[config.mk]
export PLATFORM = sky130hd
export DESIGN_NAME = escape_sequence_decoder_top
export DESIGN_NICKNAME = d
export VERILOG_FILES = /design/src/rtl/core/esc_pkg.sv /design/src/rtl/core/esc_parser.sv /design/src/rtl/core/escape_sequence_decoder_top.sv
export SDC_FILE = /design/constraint.sdc
export NUM_CORES = 1
export LEC_CHECK = 0
export ABC_AREA = 1
export BUFFER_PORTS_ARGS = -buffer_cell sky130_fd_sc_hd__buf_2
export CAP_MARGIN = 0
export CORE_MARGIN = 1
export CORE_UTILIZATION = 45
export CTS_CLUSTER_DIAMETER = 120
export DETAILED_ROUTE_END_ITERATION = 6
export PLACE_DENSITY = 0.67
export SLEW_MARGIN = 25
export SYNTH_ARGS = -nofsm -noshare
export SYNTH_HDL_FRONTEND = slang
export SYNTH_SLANG_ARGS = --single-unit
[constraint.sdc]
create_clock -name aclk -period 4.4 [get_ports aclk]
set_input_delay 0.88 -clock aclk [delete_from_list [all_inputs] [get_ports aclk]]
set_output_delay 0.88 -clock aclk [all_outputs]
set_load 0.1 [all_outputs]
[src/rtl/core/esc_pkg.sv]
`default_nettype none

package esc_pkg;

    // Parser modes
    localparam logic [2:0] MODE_NORMAL = 3'd0;
    localparam logic [2:0] MODE_ESCAPE = 3'd1;
    localparam logic [2:0] MODE_HEX1   = 3'd2;
    localparam logic [2:0] MODE_HEX2   = 3'd3;
    localparam logic [2:0] MODE_ERROR  = 3'd4;

    // Result status codes
    localparam logic [2:0] ST_OK        = 3'd0;
    localparam logic [2:0] ST_TRAIL_BSL = 3'd1;
    localparam logic [2:0] ST_HEX_SHORT = 3'd2;
    localparam logic [2:0] ST_BAD_HEX   = 3'd3;
    localparam logic [2:0] ST_UNKNOWN   = 3'd4;

    localparam logic [7:0] CHAR_BACKSLASH = 8'h5C;
    localparam logic [7:0] CHAR_HEX_INTRO = 8'h78;

    typedef struct packed {
        logic [7:0] in_byte;
        logic       last_of_string;
    } in_word_t;

    typedef struct packed {
        logic [7:0] out_byte;
        logic       byte_valid;
        logic [2:0] status;
        logic       end_of_string;
    } out_word_t;

    typedef struct packed {
        logic [2:0] parse_mode;
        logic [3:0] high_nibble;
        logic       high_digit_ok;
        logic [2:0] error_code;
    } parse_state_t;

    // Returns {valid, nibble} for an ASCII hex digit.
    function automatic logic [4:0] hex_value(input logic [7:0] c);
        logic [7:0] d;
        begin
            d = 8'd0;
            if (c inside {[8'h30:8'h39]}) begin
                d = c - 8'h30;
                hex_value = {1'b1, d[3:0]};
            end else if (c inside {[8'h61:8'h66]}) begin
                d = c - 8'h57;
                hex_value = {1'b1, d[3:0]};
            end else if (c inside {[8'h41:8'h46]}) begin
                d = c - 8'h37;
                hex_value = {1'b1, d[3:0]};
            end else begin
                hex_value = 5'd0;
            end
        end
    endfunction

    // Returns {known, byte} for a single-character escape.
    function automatic logic [8:0] simple_escape(input logic [7:0] c);
        case (c)
            8'h6E:   simple_escape = {1'b1, 8'd10};  // n
            8'h72:   simple_escape = {1'b1, 8'd13};  // r
            8'h61:   simple_escape = {1'b1, 8'd7};   // a
            8'h74:   simple_escape = {1'b1, 8'd9};   // t
            8'h62:   simple_escape = {1'b1, 8'd8};   // b
            8'h65:   simple_escape = {1'b1, 8'd27};  // e
            8'h30:   simple_escape = {1'b1, 8'd0};   // zero
            8'h5C:   simple_escape = {1'b1, 8'd92};  // backslash
            8'h22:   simple_escape = {1'b1, 8'd34};  // double quote
            default: simple_escape = 9'd0;
        endcase
    endfunction

endpackage

`default_nettype wire

[src/rtl/core/esc_parser.sv]
`default_nettype none

module esc_parser (
    input  wire logic              aclk,
    input  wire logic              aresetn,
    input  wire logic              step_en,
    input  wire esc_pkg::in_word_t in_word,
    output esc_pkg::out_word_t     out_word
);
    import esc_pkg::*;

    parse_state_t state_reg;
    parse_state_t state_next;

    logic [4:0] hex_res;
    logic [8:0] esc_res;
    logic [2:0] mode_next;
    logic [2:0] status;
    logic [7:0] obyte;
    logic       valid;
    logic       last;

    assign hex_res = hex_value(in_word.in_byte);
    assign esc_res = simple_escape(in_word.in_byte);
    assign last    = in_word.last_of_string;

    always_comb begin
        state_next = state_reg;
        mode_next  = state_reg.parse_mode;
        status     = ST_OK;
        obyte      = 8'd0;
        valid      = 1'b0;

        case (state_reg.parse_mode)
            MODE_ESCAPE: begin
                if (esc_res[8]) begin
                    obyte     = esc_res[7:0];
                    valid     = 1'b1;
                    mode_next = MODE_NORMAL;
                end else if (in_word.in_byte == CHAR_HEX_INTRO) begin
                    if (last) begin
                        status = ST_HEX_SHORT;
                    end else begin
                        mode_next = MODE_HEX1;
                    end
                end else begin
                    status = ST_UNKNOWN;
                end
            end
            MODE_HEX1: begin
                state_next.high_digit_ok = hex_res[4];
                state_next.high_nibble   = hex_res[3:0];
                if (last) begin
                    status = ST_HEX_SHORT;
                end else begin
                    mode_next = MODE_HEX2;
                end
            end
            MODE_HEX2: begin
                if (hex_res[4] && state_reg.high_digit_ok) begin
                    obyte     = {state_reg.high_nibble, hex_res[3:0]};
                    valid     = 1'b1;
                    mode_next = MODE_NORMAL;
                end else begin
                    status = ST_BAD_HEX;
                end
            end
            MODE_ERROR: begin
                status = state_reg.error_code;
            end
            default: begin
                // Plain text, and the unused mode codes behave the same way.
                if (in_word.in_byte == CHAR_BACKSLASH) begin
                    if (last) begin
                        status = ST_TRAIL_BSL;
                    end else begin
                        mode_next = MODE_ESCAPE;
                    end
                end else begin
                    obyte     = in_word.in_byte;
                    valid     = 1'b1;
                    mode_next = MODE_NORMAL;
                end
            end
        endcase

        if (status != ST_OK) begin
            mode_next             = MODE_ERROR;
            state_next.error_code = status;
        end
        if (last) begin
            mode_next             = MODE_NORMAL;
            state_next.error_code = ST_OK;
        end
        state_next.parse_mode = mode_next;

        out_word.out_byte      = obyte;
        out_word.byte_valid    = valid;
        out_word.status        = status;
        out_word.end_of_string = last;
    end

    always_ff @(posedge aclk) begin
        if (!aresetn) begin
            state_reg <= '0;
        end else if (step_en) begin
            state_reg <= state_next;
        end
    end

    // The end of a string always leaves the parser clean.
    a_last_clears: assert property (@(posedge aclk) disable iff (!aresetn)
        step_en && in_word.last_of_string
        |=> state_reg.parse_mode == MODE_NORMAL && state_reg.error_code == ST_OK)
        else $error("parser not back in normal mode after end of string");

    // Error mode always has a non-zero code to repeat.
    a_error_code: assert property (@(posedge aclk) disable iff (!aresetn)
        state_reg.parse_mode == MODE_ERROR |-> state_reg.error_code != ST_OK)
        else $error("error mode without an error code");

    // A decoded byte never comes with an error status.
    a_byte_ok: assert property (@(posedge aclk) disable iff (!aresetn)
        step_en && out_word.byte_valid |-> out_word.status == ST_OK)
        else $error("decoded byte carries an error status");

endmodule

`default_nettype wire

[src/rtl/core/escape_sequence_decoder_top.sv]
`default_nettype none

// Backslash escape decoder. Each input word is one raw byte of a string plus
// a flag on its final byte; each input word gives exactly one result word,
// carrying an optional decoded byte, a status and a copy of the flag. The
// escapes recognised are \n \r \a \t \b \e \0 \\ \" and \x followed by two hex
// digits. On a trailing backslash, a truncated hex escape, a bad hex digit or
// an unknown escape the error is reported and then repeated on every further
// word of the same string with no byte; the parser is clean again after the
// final byte. The block takes one word per clock cycle at a sustained rate
// while the result side takes its words. An accepted input word is held in
// the input register; once the output register is free or its word is being
// taken, the parser decodes it in one pass of combinational logic against its
// small state register, and the output register holds the result, offered on
// m_valid, until it is taken. Back-pressure on the result side stalls the
// input register, and s_ready then drops.
module escape_sequence_decoder_top (
    input  wire logic               aclk,
    input  wire logic               aresetn,
    input  wire logic               s_valid,
    output      logic               s_ready,
    input  wire esc_pkg::in_word_t  s_word,
    output      logic               m_valid,
    input  wire logic               m_ready,
    output      esc_pkg::out_word_t m_word
);
    import esc_pkg::*;

    logic      in_valid_reg;
    logic      in_valid_next;
    in_word_t  in_word_reg;
    logic      out_valid_reg;
    logic      out_valid_next;
    out_word_t out_word_reg;
    out_word_t step_word;
    logic      advance;

    // A word moves through the parser when the output register is free or
    // its current word is being taken in this cycle.
    assign advance = in_valid_reg && (!out_valid_reg || m_ready);
    assign s_ready = !in_valid_reg || advance;

    always_comb begin
        in_valid_next = in_valid_reg;
        if (s_valid && s_ready) begin
            in_valid_next = 1'b1;
        end else if (advance) begin
            in_valid_next = 1'b0;
        end

        out_valid_next = out_valid_reg;
        if (advance) begin
            out_valid_next = 1'b1;
        end else if (m_ready) begin
            out_valid_next = 1'b0;
        end
    end

    esc_parser u_parser (
        .aclk     (aclk),
        .aresetn  (aresetn),
        .step_en  (advance),
        .in_word  (in_word_reg),
        .out_word (step_word)
    );

    always_ff @(posedge aclk) begin
        if (!aresetn) begin
            in_valid_reg  <= 1'b0;
            out_valid_reg <= 1'b0;
        end else begin
            in_valid_reg  <= in_valid_next;
            out_valid_reg <= out_valid_next;
        end
    end

    // Payload registers need no reset.
    always_ff @(posedge aclk) begin
        if (s_valid && s_ready) begin
            in_word_reg <= s_word;
        end
        if (advance) begin
            out_word_reg <= step_word;
        end
    end

    assign m_valid = out_valid_reg;
    assign m_word  = out_word_reg;

    // An empty input register must always be able to take a word.
    a_ready_when_empty: assert property (@(posedge aclk) disable iff (!aresetn)
        !in_valid_reg |-> s_ready)
        else $error("input register empty but not ready");

    // A result word that is not taken stays on offer unchanged.
    a_result_held: assert property (@(posedge aclk) disable iff (!aresetn)
        m_valid && !m_ready |=> m_valid && $stable(m_word))
        else $error("result word dropped or changed while waiting");

    // A word that passes through the parser is offered in the next cycle.
    a_result_offered: assert property (@(posedge aclk) disable iff (!aresetn)
        advance |=> m_valid)
        else $error("decoded word not offered");

endmodule

`default_nettype wire

==> results.toml, run 1 <==
[outcome]
status = "finished clean"

[clock_network]
htree_levels = 2
cts_tree = "done"
postCtsSetupBuffers = 0
cts_root_buffer = "clkbuf_8"
cts.sinks = 35
clk_pin_slew_ns = 0.07
cts_hold_buf = 0
clock_path_buffers = 2
insertion_delay_ns = 0.29
ctsResizeCount = 0
cts_buffers = 5

[synthesis]
syn_area_per_cell_sq_um = 8.40
ys_ff_latch = 35
yosys_warnings = 0
synthCells = 231
synth_area_leaders = "edfxtp_1 34%, dfxtp_1 13%, nand2_1 10%"
synth_top_area_share_pct = 34.1
yosysMostFrequentCell = "nand2_1"
syn-num-nets = 248
syn_area_sq_mm = 0.00194
seq_area_frac_synth_pct = 47.5
synth_flop_cell = "edfxtp_1"
synth_common_cells = "54 x nand2_1, 30 x inv_1, 29 x nor2_1"
ys_types = 27
synth-edff-count = 22
yosysTopAreaCell = "edfxtp_1"
async_flop_share_pct = 0

[cells_and_area]
antenna_cells = 0
fin_util_pct = 55.4
fin_cells = 316
final_layout_size_suffix_gt1_share_pct = 24.8
largest_reg_flops = 13
fin_area_sq_mm = 0.00225
fillCellCount = 365
synthToLayoutAreaGrowth_pct = 16.0
fin_nets = 282

[critical_path]
cp.required_ns = 3.52
startpoint = "m_ready"
crit_path_start_kind = "primary input"
critPathCaptureType = "output pin"
r2r-start = "in_word_reg[1]$_DFFE_PP_"
crit_type = "primary input to output pin"
worstPathMaxFanout = 3
cp.arrival_ns = 1.53

[floorplan]
pin_count = 28
die_w_um = 67.7
core_area_sq_mm = 0.00406
dieHeight_um = 67.7
dieArea_sq_mm = 0.00458
initial_core_util_pct = 47.8
row_count = 23

[routing]
vias = 1605
postRouteAntennaNets = 0
via_per_inst = 5.08
firstDrtPassIters = 4
detail_route.wirelength_um = 3910
first_iter_violations = 82
avgRoutedWirePerCell_um = 12.4
drc = 0

[flow_run]
cap_violations = 0

[sta]
hold_violations = 0
rsz0062_at_grt = "no"
skew_ns = 0.00707
setup_ws_ns = 1.99
tns_ns = 0
min_period_ns = 2.41
finalSetupViolCount = 0
fin_crit_sh_pct = 54.8
fmax_ghz = 0.415
slew_headroom_pct = 58.3
hold_slack_ns = 0.466
tightestPinTransition_ns = 0.624
slew_viol_final = 0

[place]
place_hpwl_um = 2990
place.gp.congestion = 0.924
dp.cells = 308
io_buffers = 27
post_dp_cell_area_sq_mm = 0.00214
preCtsSetupSlack_ns = 1.99

[pwr]
intPower_uw = 560
p_leak_nw = 1.00
power_density_mw_per_mm2 = 353
totalPowerFinal_uw = 793
p_sw_share_pct = 29.4
p_comb_share_pct = 17.8
pwr-share-seq_pct = 47.7
switching_power_uw = 233
power_frac_clock_pct = 34.5
peakVddDrop_mv = 0.304

[hold_path]
holdCritPathClass = "register to register"
min-delay-start = "u_parser.state_reg[2]$_SDFFE_PN0P_"

[grt]
grt_pass1_vias = 1388
grt-ovfl-total = 0
antenna_found_initial = 0
track_usage_pct = 19.2
grt_pass1_wl_um = 6310
grt_max_degree = 18
-- placed cells by master (no fill, tap or decap) --
master / count
a221oi_1: 1
a22oi_1: 1
edfxtp_1: 22
nand4_1: 2
xor2_1: 2
nand2_4: 4
o211ai_1: 2
or2_2: 1
nand2_1: 54
inv_4: 1
inv_1: 30
o21ai_0: 9
clkbuf_16: 1
inv_2: 2
nand3_4: 1
nor2_4: 2
nor2_2: 6
dfxtp_1: 13
buf_2: 27
nand4_2: 1
ha_1: 4
nand3_2: 5
clkinv_2: 1
o221ai_1: 6
clkbuf_8: 6
nand3_1: 11
a21oi_1: 12
nand2_2: 8
o21bai_1: 1
nand3b_1: 1
nor2_1: 29
-- layer usage --
layer,vias up,routed length (um),track usage [%]
li1,831,-,-
met1,709,1870,25.0
met2,52,1690,28.5
met3,13,229,5.74
met4,0,111,9.57
met5,-,0,0
-- power groups by stage --
stage          Sequential (mW)  Combinational [mW]  Clock, mW
2_1_floorplan            0.437              0.0606          0
3_5_place_dp             0.385               0.141          0
3_3_place_gp             0.385               0.140          0
6_report                 0.378               0.141      0.273
5_1_grt                  0.381               0.153      0.292
4_1_cts                  0.378               0.141      0.278
-- critical path: stages --
cell and delay (ns):
buf_2 0.07, inv_1 0.04, nand3_1 0.10, buf_2 0.44
-- cell families after synthesis --
group / after synthesis / share of synthesized area [%]
buffers and inverters: 33 / 6.52
AND/OR/NAND/NOR: 125 / 32.4
adder cells (fa/ha/maj): 4 / 2.58
flip-flops: 35 / 47.5
AO/OA/AOI/OAI: 32 / 10.1
XOR/XNOR: 2 / 0.903
-- worst paths after layout --
| kind | endpoint | slack [ns] | cells after the start |
|---|---|---|---|
| setup / recovery | s_ready | 1.99 | 4 |
| setup reg to reg | m_word[8]$_DFFE_PP_ | 2.26 | 10 |
| hold / removal | u_parser.state_reg[2]$_SDFFE_PN0P_ | 0.47 | 2 |
| hold reg to reg | u_parser.state_reg[2]$_SDFFE_PN0P_ | 0.47 | 2 |
-- area by class of cell --
type	count	area, sq um	share of cell area (%)
clock buffer	7	108	4.78
sequential	35	921	40.9
timing repair buffer	27	135	6.01
multi-input combinational	163	892	39.7
inverter	33	126	5.62
tap	50	62.6	2.78
clock inverter	1	5.00	0.222
Power figures use the tool's default switching activity.
==> run 2, diff against run 1 <==
--- a/config.mk
+++ b/config.mk
@@ -5,7 +5,7 @@
 export SDC_FILE = /design/constraint.sdc
 export NUM_CORES = 1
 export LEC_CHECK = 0
-export ABC_AREA = 1
+export ABC_AREA = 0
 export BUFFER_PORTS_ARGS = -buffer_cell sky130_fd_sc_hd__buf_2
 export CAP_MARGIN = 0
 export CORE_MARGIN = 1
==> constraint.sdc (replaced) <==
create_clock -name aclk -period 2.41 [get_ports aclk]
set_input_delay 0.482 -clock aclk [delete_from_list [all_inputs] [get_ports aclk]]
set_output_delay 0.482 -clock aclk [all_outputs]
set_load 0.1 [all_outputs]
==> run 2 against run 1 <==
Global-route usage up 3.0 points. Clock skew up 0.00097 ns. Critical endpoint is now m_word[11]$_DFFE_PP_. Synthesized cell count down 16%. Via count up 4.8%.
==> results.toml, run 2 <==
[outcome]
status = "finished clean"

[grt]
grt_pass1_vias = 1565
track_usage_pct = 22.2
grt_pass1_wl_um = 7410
grt_max_degree = 17
antenna_found_initial = 0
grt-ovfl-total = 0

[sta]
hold_violations = 0
min_period_ns = 2.34
rsz0062_at_grt = "no"
slew_viol_final = 0
hold_slack_ns = 0.363
finalSetupViolCount = 0
tns_ns = 0
setup_ws_ns = 0.0749
skew_ns = 0.00804
slew_headroom_pct = 54.8
fmax_ghz = 0.428
fin_crit_sh_pct = 96.9
tightestPinTransition_ns = 0.669

[routing]
postRouteAntennaNets = 0
first_iter_violations = 177
detail_route.wirelength_um = 4610
firstDrtPassIters = 4
via_per_inst = 5.92
avgRoutedWirePerCell_um = 16.2
drc = 0
vias = 1682

[synthesis]
ys_ff_latch = 35
ys_types = 60
seq_area_frac_synth_pct = 46.3
yosysTopAreaCell = "edfxtp_1"
syn-num-nets = 211
synth_top_area_share_pct = 33.2
yosys_warnings = 0
synth-edff-count = 22
synth_flop_cell = "edfxtp_1"
synth_area_leaders = "edfxtp_1 33%, dfxtp_1 13%, nor2b_1 3.8%"
async_flop_share_pct = 0
synthCells = 194
synth_common_cells = "22 x edfxtp_1, 15 x nand2_1, 13 x dfxtp_1, 13 x nor2_1, 12 x nor2b_1"
syn_area_per_cell_sq_um = 10.2
yosysMostFrequentCell = "edfxtp_1"
syn_area_sq_mm = 0.00199

[critical_path]
critPathSlowestCell = "edfxtp_1"
r2r-end = "m_word[11]$_DFFE_PP_"
cp_common_cell = "inv_1"
crit_path_start_kind = "register"
crit_type = "register to register"
r2r-start = "in_word_reg[2]$_DFFE_PP_"
startpoint = "in_word_reg[2]$_DFFE_PP_"
cp.required_ns = 2.44
cp.arrival_ns = 2.37
critPathCaptureType = "register"
r2r.worst_path.cells = 7
worstPathMaxFanout = 9
crit_path_max_incr_delay_ns = 0.47
path_cells = "inv_1 > ha_1 > or3b_1 > o311a_1 > o21a_2 > a222oi_1 > inv_1"
rrSetupSlack_ns = 0.07

[place]
place_hpwl_um = 3500
dp.cells = 276
io_buffers = 27
preCtsSetupSlack_ns = 0.00500
place.gp.congestion = 0.906
post_dp_cell_area_sq_mm = 0.00225

[cells_and_area]
synthToLayoutAreaGrowth_pct = 20.3
layout_commonest_cell = "buf_2"
fin_nets = 250
fillCellCount = 384
final_cell_mix = "27 x buf_2, 22 x edfxtp_1, 15 x nand2_1"
fin_util_pct = 58.1
antenna_cells = 0
final_layout_size_suffix_gt1_share_pct = 26.5
largest_reg_flops = 13
fin_area_sq_mm = 0.00239
fin_cells = 284

[clock_network]
insertion_delay_ns = 0.29
htree_levels = 2
cts_buffers = 5
cts_tree = "done"
cts.sinks = 35
postCtsSetupBuffers = 0
ctsResizeCount = 0
cts_root_buffer = "clkbuf_8"
clock_path_buffers = 2
clk_pin_slew_ns = 0.07
cts_hold_buf = 0

[pwr]
totalPowerFinal_mw = 1.48
peakVddDrop_mv = 0.427
p_leak_nw = 0.914
power_density_mw_per_mm2 = 620

[floorplan]
dieHeight_um = 68.5
die_w_um = 68.5
core_area_sq_mm = 0.00412
pin_count = 28
initial_core_util_pct = 48.3
row_count = 23
dieArea_sq_mm = 0.00469

[hold_path]
whs_path_depth = 1
min-delay-start = "s_word[4]"
worstHoldEndpoint = "in_word_reg[4]$_DFFE_PP_"
holdCritPathClass = "primary input to register"

[flow_run]
cap_violations = 0
## run 2: changes by cell type after synthesis, moves of 5 or more
| cell | before | now |
|---|---|---|
| inv_1 | 30 | 7 |
| nand3_2 | 5 | 0 |
| nor2b_1 | 0 | 12 |
| nor3_1 | 0 | 6 |
| nor2_2 | 6 | 1 |
| o221ai_1 | 6 | 1 |
| nor2_1 | 29 | 13 |
| nand2_2 | 8 | 0 |
| nand3_1 | 11 | 6 |
| nand2_1 | 54 | 15 |
## run 2: how the worst max path moves through the flow
stage	endpoint	slack (ns)	cells after the start
floorplan	in_word_reg[0]$_DFFE_PP_	0.11	3
global placement	m_word[11]$_DFFE_PP_	0.08	7
detailed placement	m_word[11]$_DFFE_PP_	0.005	7
CTS	m_word[11]$_DFFE_PP_	0.002	7
global route	m_word[11]$_DFFE_PP_	0.007	7
finish	m_word[11]$_DFFE_PP_	0.07	7
## run 2: worst max-delay path: cells and delay by family, from the launching register on
family | cells | cell delay (ns)
buffers and inverters | 2 | 0.19
AOI/OAI and AO/OA | 3 | 0.88
and+or+nand+nor | 1 | 0.36
adders and majority gates | 1 | 0.19
DFF | 1 | 0.47
## run 2: routing by layer
| metal | wire [um] | vias up | global-route usage [%] |
|---|---|---|---|
| met5 | 0 | - | 0 |
| met4 | 69 | 0 | 8.59 |
| met3 | 286 | 6 | 4.00 |
| met2 | 2160 | 62 | 36.2 |
| met1 | 2100 | 795 | 29.0 |
| li1 | - | 819 | - |
## run 2: logic make-up after synthesis
logic type	Yosys count	synth area share, %
mux	2	1.01
flops	35	46.3
fa+ha+maj	5	3.02
simple gates	80	23.3
xor+xnor	2	0.881
buf+inv	16	3.27
compound gates	54	22.2
## run 2: final cells by class
class                      instances  area [sq um]  area share, %
clock buffer                       6          72.6           3.03
clock inverter                     2          60.1           2.51
multi-input combinational        143          1010           42.3
inverter                           8          30.0           1.26
sequential                        35           922           38.5
timing repair buffer              40           233           9.73
tap                               50          62.6           2.62
## run 2: power by group
part	total, mW	internal (mW)	switching, mW
Combinational	0.185	0.0529	0.132
Sequential	0.680	0.659	0.0205
Clock	0.618	0.413	0.204
Total	1.48	1.13	0.357
==> run 3, diff against run 2 <==
--- a/config.mk
+++ b/config.mk
@@ -10,9 +10,11 @@
 export CAP_MARGIN = 0
 export CORE_MARGIN = 1
 export CORE_UTILIZATION = 45
-export CTS_CLUSTER_DIAMETER = 120
+export CTS_CLUSTER_DIAMETER = 40
 export DETAILED_ROUTE_END_ITERATION = 6
+export HOLD_SLACK_MARGIN = 0.06
 export PLACE_DENSITY = 0.67
+export RECOVER_POWER = 25
 export SLEW_MARGIN = 25
 export SYNTH_ARGS = -nofsm -noshare
 export SYNTH_HDL_FRONTEND = slang
==> run 3 against run 2 <==
Clock power barely moved. Sequential cell count stayed put. Setup slack got worse by 0.0017 ns. Via count shrank 0.18%. Final cell count unchanged. Total power barely moved. Critical path depth did not move. First-iteration DRC count unchanged. Combinational power about the same. Design area is essentially flat. Sequential share of layout area is essentially flat. Highest routed layer unchanged.
==> results.toml, run 3 (synthesis results as in run 2) <==
[pwr]
power_frac_clock_pct = 41.7
switching_power_uw = 358
peakVddDrop_mv = 0.429
p_sw_share_pct = 24.1
pwr-share-seq_pct = 45.8
power_density_mw_per_mm2 = 620
intPower_mw = 1.13
p_comb_share_pct = 12.5
p_leak_nw = 0.913

[place]
place_hpwl_um = 3500
place.gp.congestion = 0.906
dp.cells = 276
preCtsSetupSlack_ns = 0.00500
post_dp_cell_area_sq_mm = 0.00225
io_buffers = 27

[clock_network]
insertion_delay_ns = 0.29
cts_buffers = 5
ctsResizeCount = 0
cts.sinks = 35
clk_pin_slew_ns = 0.07
postCtsSetupBuffers = 0
htree_levels = 2
cts_hold_buf = 0
cts_root_buffer = "clkbuf_8"
cts_tree = "done"
clock_path_buffers = 2

[critical_path]
cp_common_cell = "inv_1"
r2r-start = "in_word_reg[2]$_DFFE_PP_"
startpoint = "in_word_reg[2]$_DFFE_PP_"
crit_path_start_kind = "register"
crit_path_max_incr_delay_ns = 0.47
cp.required_ns = 2.44
r2r-end = "m_word[11]$_DFFE_PP_"
r2r.worst_path.cells = 7
rrSetupSlack_ns = 0.07
endpoint = "m_word[11]$_DFFE_PP_"
cp.arrival_ns = 2.37
crit_type = "register to register"
critPathSlowestCell = "edfxtp_1"
worstPathMaxFanout = 9
path_cells = "inv_1 > ha_1 > or3b_1 > o311a_1 > o21a_2 > a222oi_1 > inv_1"
critPathCaptureType = "register"

[cells_and_area]
regArea_sq_um = 921
largest_reg_flops = 13
antenna_cells = 0
fin_cells = 284
final_layout_size_suffix_gt1_share_pct = 26.1
fin_area_sq_mm = 0.00239
final_cell_mix = "27 x buf_2, 22 x edfxtp_1, 15 x nand2_1"
synthToLayoutAreaGrowth_pct = 20.3
fin_nets = 250
multiInputGateArea_sq_mm = 0.00101
fillCellCount = 384
layout_commonest_cell = "buf_2"

[sta]
hold_slack_ns = 0.363
skew_ns = 0.00761
rsz0062_at_grt = "no"
fmax_ghz = 0.428
slew_viol_final = 0
fin_crit_sh_pct = 97.0
setup_ws_ns = 0.0731
finalSetupViolCount = 0
tightestPinTransition_ns = 0.669
tns_ns = 0
slew_headroom_pct = 54.8
min_period_ns = 2.34
hold_violations = 0

[floorplan]
dieArea_sq_mm = 0.00469
pin_count = 28
dieHeight_um = 68.5
die_w_um = 68.5
core_area_sq_mm = 0.00412
row_count = 23
initial_core_util_pct = 48.3

[routing]
postRouteAntennaNets = 0
first_iter_violations = 177
detail_route.wirelength_um = 4630
firstDrtPassIters = 4
vias = 1679
via_per_inst = 5.91
drc = 0
avgRoutedWirePerCell_um = 16.3

[grt]
grt_pass1_vias = 1565
met3_usage_pct = 4.00
grt_max_degree = 17
antenna_found_initial = 0
track_usage_pct = 22.2
gr-usage-met2_pct = 36.2
grt-ovfl-total = 0
busiest_layer = "met2"
grt_pass1_wl_um = 7410
met1_usage_pct = 29.0

[hold_path]
holdCritPathClass = "primary input to register"

[flow_run]
cap_violations = 0

[outcome]
status = "finished clean"
[run 3: metal layers]
layer,up-vias,wire [um]
met5,-,0
met4,0,69
met3,6,268
met2,55,2170
met1,801,2120
li1,817,-
[run 3: layout make-up]
type / count / area share (%)
multi-input combinational: 143 / 42.3
sequential: 35 / 38.5
timing repair buffer: 40 / 9.73
clock buffer: 6 / 3.04
tap: 50 / 2.62
clock inverter: 2 / 2.51
inverter: 8 / 1.26
[run 3: critical path, delay by kind of cell (launching register included)]
family          cells  cell delay [ns]
buf+inv             2             0.19
fa+ha+maj           1             0.19
compound gates      3             0.88
simple gates        1             0.36
flops               1             0.47
[run 3: how the worst min path moves through the flow]
stage	from	endpoint	slack [ns]	cells past startpoint
2_1_floorplan	u_parser.state_reg[1]$_SDFFE_PN0P_	u_parser.state_reg[1]$_SDFFE_PN0P_	0.44	1
3_3_place_gp	u_parser.state_reg[1]$_SDFFE_PN0P_	u_parser.state_reg[1]$_SDFFE_PN0P_	0.46	1
3_5_place_dp	u_parser.state_reg[1]$_SDFFE_PN0P_	u_parser.state_reg[1]$_SDFFE_PN0P_	0.47	1
4_1_cts	s_word[4]	in_word_reg[4]$_DFFE_PP_	0.36	1
5_1_grt	s_word[0]	in_word_reg[0]$_DFFE_PP_	0.36	1
6_report	s_word[0]	in_word_reg[0]$_DFFE_PP_	0.36	1
[run 3: power groups by stage]
stage	clock network [mW]	registers, mW	logic (mW)
2_1_floorplan	0	0.754	0.0709
3_3_place_gp	0	0.691	0.183
3_5_place_dp	0	0.692	0.184
4_1_cts	0.627	0.679	0.184
5_1_grt	0.656	0.682	0.197
6_report	0.619	0.680	0.185
[run 3: metrics by stage]
| stage | utilization, % | power [mW] |
|---|---|---|
| after floorplan | - | 0.825 |
| after global placement | 54.7 | 0.875 |
| after detailed placement | 54.7 | 0.876 |
| final | 58.1 | 1.48 |
| after CTS | 57.9 | 1.49 |
| after global routing | 58.1 | 1.53 |
